===== config.mk =====
export PLATFORM = sky130hd
export DESIGN_NAME = midi_message_validator
export DESIGN_NICKNAME = d
export VERILOG_FILES = /design/src/rtl/mmv_pkg.sv /design/src/rtl/mmv_in_stage.sv /design/src/rtl/mmv_parse.sv /design/src/rtl/mmv_out_stage.sv /design/src/rtl/midi_message_validator.sv
export SDC_FILE = /design/constraint.sdc
export NUM_CORES = 1
export LEC_CHECK = 0
export ABC_AREA = 1
export BUFFER_PORTS_ARGS = -buffer_cell sky130_fd_sc_hd__buf_2
export CAP_MARGIN = 30
export CORE_ASPECT_RATIO = 2
export CORE_MARGIN = 1
export CORE_UTILIZATION = 50
export CTS_BUF_LIST = sky130_fd_sc_hd__clkbuf_8
export DETAILED_ROUTE_END_ITERATION = 16
export PLACE_DENSITY = 0.69
export REMOVE_ABC_BUFFERS = 1
export SLEW_MARGIN = 25
export SYNTH_ARGS = -nofsm -noshare
export SYNTH_HDL_FRONTEND = slang
export SYNTH_SLANG_ARGS = --single-unit

===== constraint.sdc =====
create_clock -name clk -period 3.6 [get_ports clk]
set_input_delay 0.18 -clock clk [delete_from_list [all_inputs] [get_ports clk]]
set_output_delay 0.18 -clock clk [all_outputs]
set_load 0.01 [all_outputs]

===== src/rtl/mmv_pkg.sv =====
// Package for the MIDI message validator: byte codes, parse modes, error codes,
// the item and result structs, and the message length lookup.
// No dependencies.
package mmv_pkg;

	localparam int unsigned MAX_SEQUENCE_BYTES = 65536;
	localparam int unsigned POS_W = 16;
	// Byte position saturates at the smaller of the sequence limit less one and 65535
	localparam logic [POS_W-1:0] POS_CAP = (MAX_SEQUENCE_BYTES - 1 > 65535) ?
		POS_W'(65535) : POS_W'(MAX_SEQUENCE_BYTES - 1);

	localparam logic [7:0] BYTE_SYSEX_START = 8'hF0;
	localparam logic [7:0] BYTE_SYSEX_END   = 8'hF7;
	localparam logic [7:0] BYTE_RT_FIRST    = 8'hF8;
	localparam logic [7:0] BYTE_RSV_F4      = 8'hF4;
	localparam logic [7:0] BYTE_RSV_F5      = 8'hF5;
	localparam logic [7:0] BYTE_RSV_F9      = 8'hF9;
	localparam logic [7:0] BYTE_RSV_FD      = 8'hFD;

	typedef enum logic [1:0] {
		MODE_IDLE  = 2'd0,
		MODE_MSG   = 2'd1,
		MODE_SYSEX = 2'd2
	} mode_t;

	typedef enum logic [3:0] {
		ERR_NONE           = 4'd0,
		ERR_RUNNING_STATUS = 4'd1,
		ERR_STRAY_EOX      = 4'd2,
		ERR_RESERVED       = 4'd3,
		ERR_SYSEX_DISABLED = 4'd4,
		ERR_SYSEX_OPEN     = 4'd5,
		ERR_STATUS_IN_SYX  = 4'd6,
		ERR_INCOMPLETE     = 4'd7,
		ERR_UNEXPECTED     = 4'd8
	} err_t;

	// Message lengths including the status byte
	localparam logic [1:0] CHAN_LEN [7] = '{2'd3, 2'd3, 2'd3, 2'd3, 2'd2, 2'd2, 2'd3};
	localparam logic [1:0] SYS_LEN  [7] = '{2'd2, 2'd3, 2'd2, 2'd0, 2'd0, 2'd1, 2'd0};

	typedef struct packed {
		logic [7:0] data_byte;
		logic       last_byte;
	} item_t;

	typedef struct packed {
		logic             message_done;
		err_t             error_code;
		logic [POS_W-1:0] error_index;
		logic             sequence_end;
		logic             sequence_ok;
	} result_t;

	function automatic logic is_reserved(input logic [7:0] b);
		return (b == BYTE_RSV_F4) || (b == BYTE_RSV_F5) ||
			(b == BYTE_RSV_F9) || (b == BYTE_RSV_FD);
	endfunction

	function automatic logic is_realtime(input logic [7:0] b);
		return (b >= BYTE_RT_FIRST) && !is_reserved(b);
	endfunction

	// Length of the message started by a channel status or F1..F6
	function automatic logic [1:0] msg_len(input logic [7:0] b);
		logic [2:0] idx;
		idx = 3'(b[2:0] - 3'd1);
		if (b[7:4] == 4'hF) begin
			return (idx < 3'd7) ? SYS_LEN[idx] : 2'd0;
		end else begin
			return (b[6:4] < 3'd7) ? CHAN_LEN[b[6:4]] : 2'd0;
		end
	endfunction

endpackage


===== src/rtl/mmv_in_stage.sv =====
// Input register stage of the MIDI message validator.
// Depends on mmv_pkg for the item struct.
module mmv_in_stage (
	input  logic          clk,
	input  logic          arst_n,
	input  logic          in_valid,
	output logic          in_stall,
	input  logic [7:0]    data_byte,
	input  logic          last_byte,
	input  logic          out_free,
	output logic          valid_s1,
	output mmv_pkg::item_t item_s1
);

	logic take;

	// Hold only while a byte waits and the result slot cannot take it
	assign in_stall = valid_s1 && !out_free;
	assign take     = in_valid && !in_stall;

	always_ff @(posedge clk or negedge arst_n) begin
		if (!arst_n) begin
			valid_s1 <= 1'b0;
		end else if (take) begin
			valid_s1 <= 1'b1;
		end else if (out_free) begin
			valid_s1 <= 1'b0;
		end
	end

	// Payload, no reset
	always_ff @(posedge clk) begin
		if (take) begin
			item_s1.data_byte <= data_byte;
			item_s1.last_byte <= last_byte;
		end
	end

endmodule


===== src/rtl/mmv_parse.sv =====
// Parser state and per-byte check logic of the MIDI message validator.
// Depends on mmv_pkg for modes, error codes, structs and the length lookup.
module mmv_parse (
	input  logic            clk,
	input  logic            arst_n,
	input  logic            step,
	input  mmv_pkg::item_t  item_s1,
	input  logic            sysex_en,
	output mmv_pkg::result_t result
);

	mmv_pkg::mode_t mode_q, mode_d;
	logic [1:0] rem_q, rem_d;
	mmv_pkg::err_t err_q, err_d;
	logic [mmv_pkg::POS_W-1:0] epos_q, epos_d;
	logic [mmv_pkg::POS_W-1:0] pos_q;
	logic [7:0] b;
	logic last;
	logic rsv;
	logic rt;
	logic done;
	logic [1:0] len;

	assign b    = item_s1.data_byte;
	assign last = item_s1.last_byte;
	assign rsv  = mmv_pkg::is_reserved(b);
	assign rt   = mmv_pkg::is_realtime(b);
	assign len  = mmv_pkg::msg_len(b);

	// Next parse state for this byte
	always_comb begin
		mode_d = mode_q;
		rem_d  = rem_q;
		err_d  = err_q;
		epos_d = epos_q;
		done   = 1'b0;
		if (err_q == mmv_pkg::ERR_NONE) begin
			unique case (mode_q)
				mmv_pkg::MODE_MSG: begin
					if (rsv || (b[7] && !rt)) begin
						err_d  = mmv_pkg::ERR_UNEXPECTED;
						epos_d = pos_q;
					end else if (rt) begin
						done = 1'b1;
					end else begin
						rem_d = 2'(rem_q - 2'd1);
						if (rem_d == 2'd0) begin
							mode_d = mmv_pkg::MODE_IDLE;
							done   = 1'b1;
						end
					end
				end
				mmv_pkg::MODE_SYSEX: begin
					if (rsv) begin
						err_d  = mmv_pkg::ERR_STATUS_IN_SYX;
						epos_d = pos_q;
					end else if (rt) begin
						done = 1'b1;
					end else if (b == mmv_pkg::BYTE_SYSEX_END) begin
						mode_d = mmv_pkg::MODE_IDLE;
						done   = 1'b1;
					end else if (b[7]) begin
						err_d  = mmv_pkg::ERR_STATUS_IN_SYX;
						epos_d = pos_q;
					end
				end
				default: begin
					// Idle, and the unused mode code behaves as idle
					mode_d = mmv_pkg::MODE_IDLE;
					if (rt) begin
						done = 1'b1;
					end else if (!b[7]) begin
						err_d  = mmv_pkg::ERR_RUNNING_STATUS;
						epos_d = pos_q;
					end else if (b == mmv_pkg::BYTE_SYSEX_END) begin
						err_d  = mmv_pkg::ERR_STRAY_EOX;
						epos_d = pos_q;
					end else if (rsv) begin
						err_d  = mmv_pkg::ERR_RESERVED;
						epos_d = pos_q;
					end else if (b == mmv_pkg::BYTE_SYSEX_START) begin
						if (!sysex_en) begin
							err_d  = mmv_pkg::ERR_SYSEX_DISABLED;
							epos_d = pos_q;
						end else begin
							mode_d = mmv_pkg::MODE_SYSEX;
						end
					end else if (len <= 2'd1) begin
						done = 1'b1;
					end else begin
						rem_d  = 2'(len - 2'd1);
						mode_d = mmv_pkg::MODE_MSG;
					end
				end
			endcase
			// Open message or sysex at the end of the sequence
			if (last && (err_d == mmv_pkg::ERR_NONE)) begin
				if (mode_d == mmv_pkg::MODE_MSG) begin
					err_d  = mmv_pkg::ERR_INCOMPLETE;
					epos_d = pos_q;
				end else if (mode_d == mmv_pkg::MODE_SYSEX) begin
					err_d  = mmv_pkg::ERR_SYSEX_OPEN;
					epos_d = pos_q;
				end
			end
		end
	end

	// Result for this byte
	always_comb begin
		result.message_done = done && (err_d == mmv_pkg::ERR_NONE);
		result.error_code   = err_d;
		result.error_index  = (err_d != mmv_pkg::ERR_NONE) ? epos_d : '0;
		result.sequence_end = last;
		result.sequence_ok  = last && (err_d == mmv_pkg::ERR_NONE);
	end

	// State registers; the last byte clears everything for the next sequence
	always_ff @(posedge clk or negedge arst_n) begin
		if (!arst_n) begin
			mode_q <= mmv_pkg::MODE_IDLE;
			rem_q  <= 2'd0;
			err_q  <= mmv_pkg::ERR_NONE;
			epos_q <= '0;
			pos_q  <= '0;
		end else if (step) begin
			if (last) begin
				mode_q <= mmv_pkg::MODE_IDLE;
				rem_q  <= 2'd0;
				err_q  <= mmv_pkg::ERR_NONE;
				epos_q <= '0;
				pos_q  <= '0;
			end else begin
				mode_q <= mode_d;
				rem_q  <= rem_d;
				err_q  <= err_d;
				epos_q <= epos_d;
				if (pos_q < mmv_pkg::POS_CAP) begin
					pos_q <= pos_q + 1'b1;
				end
			end
		end
	end

endmodule


===== src/rtl/mmv_out_stage.sv =====
// Result register and output handshake of the MIDI message validator.
// Depends on mmv_pkg for the result struct.
module mmv_out_stage (
	input  logic             clk,
	input  logic             arst_n,
	input  logic             load,
	input  mmv_pkg::result_t result,
	output logic             out_free,
	output logic             out_valid,
	input  logic             out_stall,
	output logic             message_done,
	output logic [3:0]       error_code,
	output logic [15:0]      error_index,
	output logic             sequence_end,
	output logic             sequence_ok
);

	mmv_pkg::result_t res_q;
	logic             valid_q;

	// Slot can take a new result when empty or being drained
	assign out_free = !valid_q || !out_stall;

	always_ff @(posedge clk or negedge arst_n) begin
		if (!arst_n) begin
			valid_q <= 1'b0;
		end else if (out_free) begin
			valid_q <= load;
		end
	end

	always_ff @(posedge clk) begin
		if (load && out_free) begin
			res_q <= result;
		end
	end

	assign out_valid    = valid_q;
	assign message_done = res_q.message_done;
	assign error_code   = res_q.error_code;
	assign error_index  = res_q.error_index;
	assign sequence_end = res_q.sequence_end;
	assign sequence_ok  = res_q.sequence_ok;

endmodule


===== src/rtl/midi_message_validator.sv =====
// MIDI message validator: checks a byte sequence one byte per request.
//
// Input channel (in_valid / in_stall): data_byte plus last_byte, which marks
// the final byte of a sequence. Output channel (out_valid / out_stall): one
// result per byte: message_done, latched error_code and error_index, and on
// the last byte sequence_end with the pass/fail verdict in sequence_ok.
// Config channel (cfg_valid / cfg_ready): sysex_enabled, always ready; write
// it only while no byte is in flight.
// An accepted byte goes into the input register, then through the check
// logic into the result register, whose contents drive the outputs.
// Throughput is one byte per cycle while out_stall is low, set by the
// mode/count update on the parser state.
// Reset clears the parser state, the sysex enable and both valid flags.
// When the receiver stalls, the result holds steady; at most one more byte
// enters the input register, then in_stall stays high until the result drains.
// Depends on mmv_pkg, mmv_in_stage, mmv_parse and mmv_out_stage.
module midi_message_validator (
	input  logic        clk,
	input  logic        arst_n,
	input  logic        in_valid,
	output logic        in_stall,
	input  logic [7:0]  data_byte,
	input  logic        last_byte,
	input  logic        cfg_valid,
	output logic        cfg_ready,
	input  logic        sysex_enabled,
	output logic        out_valid,
	input  logic        out_stall,
	output logic        message_done,
	output logic [3:0]  error_code,
	output logic [15:0] error_index,
	output logic        sequence_end,
	output logic        sequence_ok
);

	logic             sysex_en_q;
	logic             out_free;
	logic             valid_s1;
	mmv_pkg::item_t   item_s1;
	mmv_pkg::result_t result;
	logic             step;

	// Config register
	assign cfg_ready = 1'b1;

	always_ff @(posedge clk or negedge arst_n) begin
		if (!arst_n) begin
			sysex_en_q <= 1'b0;
		end else if (cfg_valid && cfg_ready) begin
			sysex_en_q <= sysex_enabled;
		end
	end

	assign step = valid_s1 && out_free;

	mmv_in_stage u_in (
		.clk       (clk),
		.arst_n    (arst_n),
		.in_valid  (in_valid),
		.in_stall  (in_stall),
		.data_byte (data_byte),
		.last_byte (last_byte),
		.out_free  (out_free),
		.valid_s1  (valid_s1),
		.item_s1   (item_s1)
	);

	mmv_parse u_parse (
		.clk      (clk),
		.arst_n   (arst_n),
		.step     (step),
		.item_s1  (item_s1),
		.sysex_en (sysex_en_q),
		.result   (result)
	);

	mmv_out_stage u_out (
		.clk          (clk),
		.arst_n       (arst_n),
		.load         (valid_s1),
		.result       (result),
		.out_free     (out_free),
		.out_valid    (out_valid),
		.out_stall    (out_stall),
		.message_done (message_done),
		.error_code   (error_code),
		.error_index  (error_index),
		.sequence_end (sequence_end),
		.sequence_ok  (sequence_ok)
	);

endmodule


=== Word level (Yosys, flattened, before mapping) ===
Memories as Yosys holds them, arrays and structs flattened.
Cells that the tools add are included.

* Word-level logic and storage cells: 167
* Memories kept: 2
* Bits in registers: 75
* Memory bits (read-only): 32
* Input port bits: 15

* Bitwise operators: 2
* Reduce and logical (&&, ||, !) cells: 31
* Equal/unequal tests: 18
* Magnitude comparators: 7
* Mux-type cells: 88
* Add/sub/neg operators: 4

{| class="wikitable"
|+ Memory list
! memory !! depth !! width !! rd ports !! clocked after memory_dff !! wr ports !! RTL line !! text
|-
| (no name shown) || 8 || 2 || 1 || 0 || 0 || mmv_pkg.sv:71 || <nowiki>return (b[6:4] < 3'd7) ? CHAN_LEN[b[6:4]] : 2'd0;</nowiki>
|-
| (no name shown) || 8 || 2 || 1 || 0 || 0 || mmv_pkg.sv:69 || <nowiki>return (idx < 3'd7) ? SYS_LEN[idx] : 2'd0;</nowiki>
|}

{| class="wikitable"
|+ Operators with widths
! cell !! number
|-
| $mux 16 || 18
|-
| $mux 4 || 17
|-
| $mux 2 || 32
|-
| $eq 8x8->1 const B || 6
|-
| $pmux 16 s2 || 1
|-
| $add 16x1->16 const B || 1
|-
| $lt 16x16->1 const B || 1
|-
| $mux 1 || 16
|-
| $ne 3x3->1 const B || 5
|-
| $logic_not 4->1 || 3
|-
| $reduce_and 10->1 || 1
|-
| $ge 4x4->1 const B || 2
|-
| $ge 8x8->1 const B || 1
|-
| $logic_and 1x1->1 || 8
|-
| $not 3->4 || 2
|-
| $pmux 2 s2 || 2
|-
| $pmux 4 s2 || 1
|-
| $logic_not 1->1 || 6
|-
| $lt 3x3->1 const B || 2
|-
| $reduce_bool 2->1 || 3
|-
| $logic_or 1x1->1 || 5
|-
| $eq 2x1->1 const B || 2
|-
| $eq 2x2->1 const B || 2
|-
| $eq 4x4->1 const B || 1
|-
| other kinds (9) || 12
|}

=== Longest topological paths before layout ===
* Word-level depth: 23
* Mapped depth: 21
* Mapped depth without buffers: 21

=== Cells and area by module ===
Synthesis repeated with hierarchy kept, for this count alone.

* Cells, all modules: 642
* Area, all modules: 4,839.6 µm²

{| class="wikitable"
|+ Modules (own cells, without submodules)
! module !! cells an instance !! seq. area each (µm²) !! times used !! area an instance (µm²)
|-
| mmv_parse || 589 || 1,001.0 || 1 || 3,721.1
|-
| mmv_out_stage || 28 || 715.7 || 1 || 732.0
|-
| mmv_in_stage || 16 || 295.3 || 1 || 327.8
|-
| midi_message_validator || 9 || 25.0 || 1 || 58.8
|}

=== Least setup slack after synthesis ===
OpenSTA, ideal clock, no wires.

* Path kind: reg2reg
* Start point: reg, netlist name u_in.item_s1[1]
* End point: reg u_out.res_q (netlist bit u_out.error_index[10]), data pin
* Required time: 3,344 ps
* Library setup time: 256 ps
* Cell stages (with the launch flop): 20
* Path slack: 1,065 ps
* Path buffers: 1
* Arrival: 2,279 ps
* Cell sequence: edfxtp_1 inv_1 ha_1 inv_1 ha_1 nand3b_1 nand2_1 nand2_1 nand3_1 nor2_1 a21oi_1 nand2_1 nand2_4 nand3_4 nand2_1 nand2_1 nand2_2 nor2_4 buf_6 a21oi_2

{| class="wikitable"
|+ RTL lines
! item !! RTL line !! text
|-
| end signal, assigned || mmv_out_stage.sv:34 || <nowiki>res_q <= result;</nowiki>
|-
| end, declared || mmv_out_stage.sv:18 || <nowiki>mmv_pkg::result_t res_q;</nowiki>
|}

==> impl_metrics.ini <==
[global_route]
overflow = 0
globalRouteTotalUtil_pct = 25.9
grt_pass1_wl_um = 18800
grt_pass1_vias = 3974
largest_net_degree_at_the_start_of_global_routing = 36
grt_antenna_before_repair = 0

[worst_setup_path]
regToRegSetupSlack_ns = 0.40
cp_max_fo = 18
worstPathArrival_ns = 3.29
worst-endpoint-required_ns = 3.70
path_common_cell = sky130_fd_sc_hd__nand2_1
cpPeakStageDelay_ns = 0.55
ff2ff_path_depth = 13
critical_path.endpoint_type = flop
critPathKind = flop to flop
sort_of_element_at_the_start_of_the_critical_path = flop
r2r_start = u_parse.mode_q[0]$_DFFE_PN0P_
r2r-end = u_out.error_index[3]$_SDFFCE_PN0P_
crit_path_cell_trace = inv_1, ha_1, inv_1, nor3_1, a21oi_1, nand2_1, nand2_4, nand3_4, nand2_1, nand2_1, nand2_2, nor2_4, a21oi_1
cpMaxStageDelayCell = sky130_fd_sc_hd__ha_1

[synthesis]
mappedNetlistArea_mm2 = 0.00455
avgSynthCellArea_um2 = 7.88
yosysSeqAreaShare_pct = 44.8
synth_area_leaders = sky130_fd_sc_hd__dfrtp_1, sky130_fd_sc_hd__edfxtp_1, sky130_fd_sc_hd__nand2_1
synth_flop_cell = sky130_fd_sc_hd__dfrtp_1
post_synth_edffs = 32
synth_top_cell_area_share_pct = 23.7
ys_ff_latch = 75
synth_async_sr_flop_share_pct = 57.3
synth.largest_area_cell = sky130_fd_sc_hd__dfrtp_1
ys_warn_count = 0
synthCells = 577
synthMostInstantiatedCell = sky130_fd_sc_hd__nand2_1
yosys-top-cells-count = sky130_fd_sc_hd__nand2_1, sky130_fd_sc_hd__inv_1, sky130_fd_sc_hd__nand3_1
netlist_cell_types = 39

[timing]
final_max_slew_viol_count = 0
finClkSkew_ns = 0.00613
slew_headroom_pct = 65.0
layout_worst_path_cycle_share_pct = 88.8
setup_violations = 0
clock.fmax_mhz = 313
final_worst_slack_ns = 0.404
grt_setup_unrepaired = no
report.final.hold_viol_count = 0
post-route-min-period_ns = 3.20
timing.hold.ws_ns = 0.0238
final.setup.tns_ns = 0
tightest_slew_ns = 0.521

[clock_network]
clock_tree.root_cell = sky130_fd_sc_hd__clkbuf_8
h-tree-depth = 3
tritoncts = yes
postCtsSetupBuffers = 0
post_cts.resized_instances = 0
cts-root-to-sink-buffers = 2
cts-buffers-inserted = 9
clock_network_latency_to_the_later_pin_of_the_worst_skew_pair_ns = 0.36
clock_sink_count = 75
cts_clk_pin_slew_worst_paths_ns = 0.08

[layout]
design_area_mm2 = 0.00516
nets = 649
drive_above_1_share_pct = 16.4
antenna-diode-count = 0
fin_util_pct = 59.2
num-fill-cells = 772
sequential_cell_area_mm2 = 0.00204
final_instance_count_excl_fillers = 729
area_occupied_by_multi_input_gates_mm2 = 0.00210
area_growth_syn_to_layout_pct = 13.4

[detailed_routing]
drt-total-wl_um = 11600
routed-via-count = 4034
firstDrtPassIters = 5
initial_drt_markers = 404
antenna_violating_nets_post_route = 0
route.detailed.vias_per_inst = 5.53
drt-wirelength-per-cell_um = 15.9
drcViolationCount = 0

[power_and_ir_drop]
internal_dissipation_mw = 1.88
pwr_density_cell_mw_per_mm2 = 624
p_sw_share_pct = 41.8
p_leak_nw = 2.45
seqPwrFrac_pct = 36.9
pwr-share-clk_pct = 23.0
vdd_ir_drop_max_mv = 0.385
share_comb_of_total_power_pct = 40.2
totalPowerFinal_mw = 3.22
netSwitchingPower_mw = 1.34

[placed_design]
place.port_buffers = 39
weighted_congestion_at_the_end_of_routability_driven_global_placement = 0.919
place_area_mm2 = 0.00483
detailedPlace.worstSlack_ns = 0.447
numPlacedInstances = 703
dp_hpwl_um = 8500

[worst_hold_path]
hold_depth = 2
min-delay-path-class = primary input to flop
worst_hold_path.endpoint = sysex_en_q$_DFFE_PN0P_
holdCritStartpoint = cfg_valid

[die]
placeable_core_region_mm2 = 0.00871
die_h_um = 137
die_width_um = 69.5
placement_rows = 48
design.die.area_mm2 = 0.00951
effective_utilization_at_floorplan_pct = 52.2
number_of_placed_i_o_pins = 41

[flow_run]
maxCapViolCount = 0

[status]
run_status = complete, no violations
state kept, by name, summed over array words and instances, names as in the netlist:
name and flops:
u_parse.rem_q 2, u_out.error_index 16, u_parse.epos_q 16, u_in.item_s1 9, sysex_en_q 1, u_out.error_code 4, u_in.valid_s1 1, u_parse.pos_q 16
u_out.sequence_ok 1, u_parse.err_q 4, u_out.message_done 1, u_out.sequence_end 1, u_out.out_valid 1, u_parse.mode_q 2
cell type report:
type / instances / share of cell area (%)
clock buffers: 10 / 2.67
clock inverters: 6 / 1.72
inverters: 82 / 5.97
multi-input cells: 400 / 40.7
flip-flops and latches: 75 / 39.5
well taps: 100 / 2.43
repair buffers: 56 / 6.99
cells in the final DEF (no fill, tap or decap), types with 10 or more instances in the layout:
| cell type | instances |
|---|---|
| sky130_fd_sc_hd__a21oi_1 | 35 |
| sky130_fd_sc_hd__a21oi_2 | 10 |
| sky130_fd_sc_hd__buf_2 | 39 |
| sky130_fd_sc_hd__clkbuf_8 | 10 |
| sky130_fd_sc_hd__dfrtp_1 | 43 |
| sky130_fd_sc_hd__dlygate4sd3_1 | 10 |
| sky130_fd_sc_hd__edfxtp_1 | 32 |
| sky130_fd_sc_hd__ha_1 | 10 |
| sky130_fd_sc_hd__inv_1 | 77 |
| sky130_fd_sc_hd__nand2_1 | 153 |
| sky130_fd_sc_hd__nand3_1 | 44 |
| sky130_fd_sc_hd__nand4_1 | 20 |
| sky130_fd_sc_hd__nor2_1 | 30 |
| sky130_fd_sc_hd__nor3_1 | 23 |
| sky130_fd_sc_hd__o21ai_0 | 23 |
| sky130_fd_sc_hd__o21ai_1 | 11 |
critical path, delay by kind of cell (launching register included):
family	cells	cell delay, ns
adders and majority gates	1	0.55
buffers and inverters	2	0.27
AOI/OAI and AO/OA	2	0.25
DFF	1	0.36
and+or+nand+nor	8	1.50
logic make-up after synthesis:
family | share of synthesized area, %
AO/OA/AOI/OAI | 10.9
XOR/XNOR | 0.193
adder cells (fa/ha/maj) | 2.75
buffers and inverters | 9.16
flip-flops | 44.8
other | 0.0824
AND/OR/NAND/NOR | 32.1
repair_timing:
action / CTS / global route
hold buffers: 10 / 0
endpoints found under the hold margin: 24 / 0
setup endpoints to repair: 0 / 0
worst max-delay path by stage:
stage	startpoint	endpoint	slack [ns]	depth (start not counted)
final	u_parse.mode_q[0]$_DFFE_PN0P_	u_out.error_index[3]$_SDFFCE_PN0P_	0.40	13
after global placement	u_parse.mode_q[0]$_DFFE_PN0P_	u_out.error_index[5]$_SDFFCE_PN0P_	0.58	13
after global routing	u_parse.mode_q[0]$_DFFE_PN0P_	u_out.message_done$_DFFE_PP_	0.13	14
after CTS	u_parse.mode_q[0]$_DFFE_PN0P_	u_out.error_index[4]$_SDFFCE_PN0P_	0.43	13
after floorplan	u_parse.err_q[2]$_DFFE_PN0P_	u_parse.mode_q[0]$_DFFE_PN0P_	-0.16	4
after detailed placement	u_parse.mode_q[0]$_DFFE_PN0P_	u_out.error_index[4]$_SDFFCE_PN0P_	0.45	13
metal layers:
layer	track usage, %	wire length (µm)	up-vias
met4	19.2	652	0
met1	25.5	4090	1878
met5	0	0	-
met2	48.3	6480	125
met3	3.61	383	35
li1	-	-	1996
power groups by stage:
stage	registers (mW)	logic [mW]	clock network (mW)
after detailed placement	1.21	1.28	0
final	1.19	1.29	0.740
after global placement	1.20	1.25	0
after CTS	1.19	1.29	0.750
after floorplan	1.21	0.864	0
after global routing	1.21	1.44	0.786
Power figures use the tool's default switching activity.
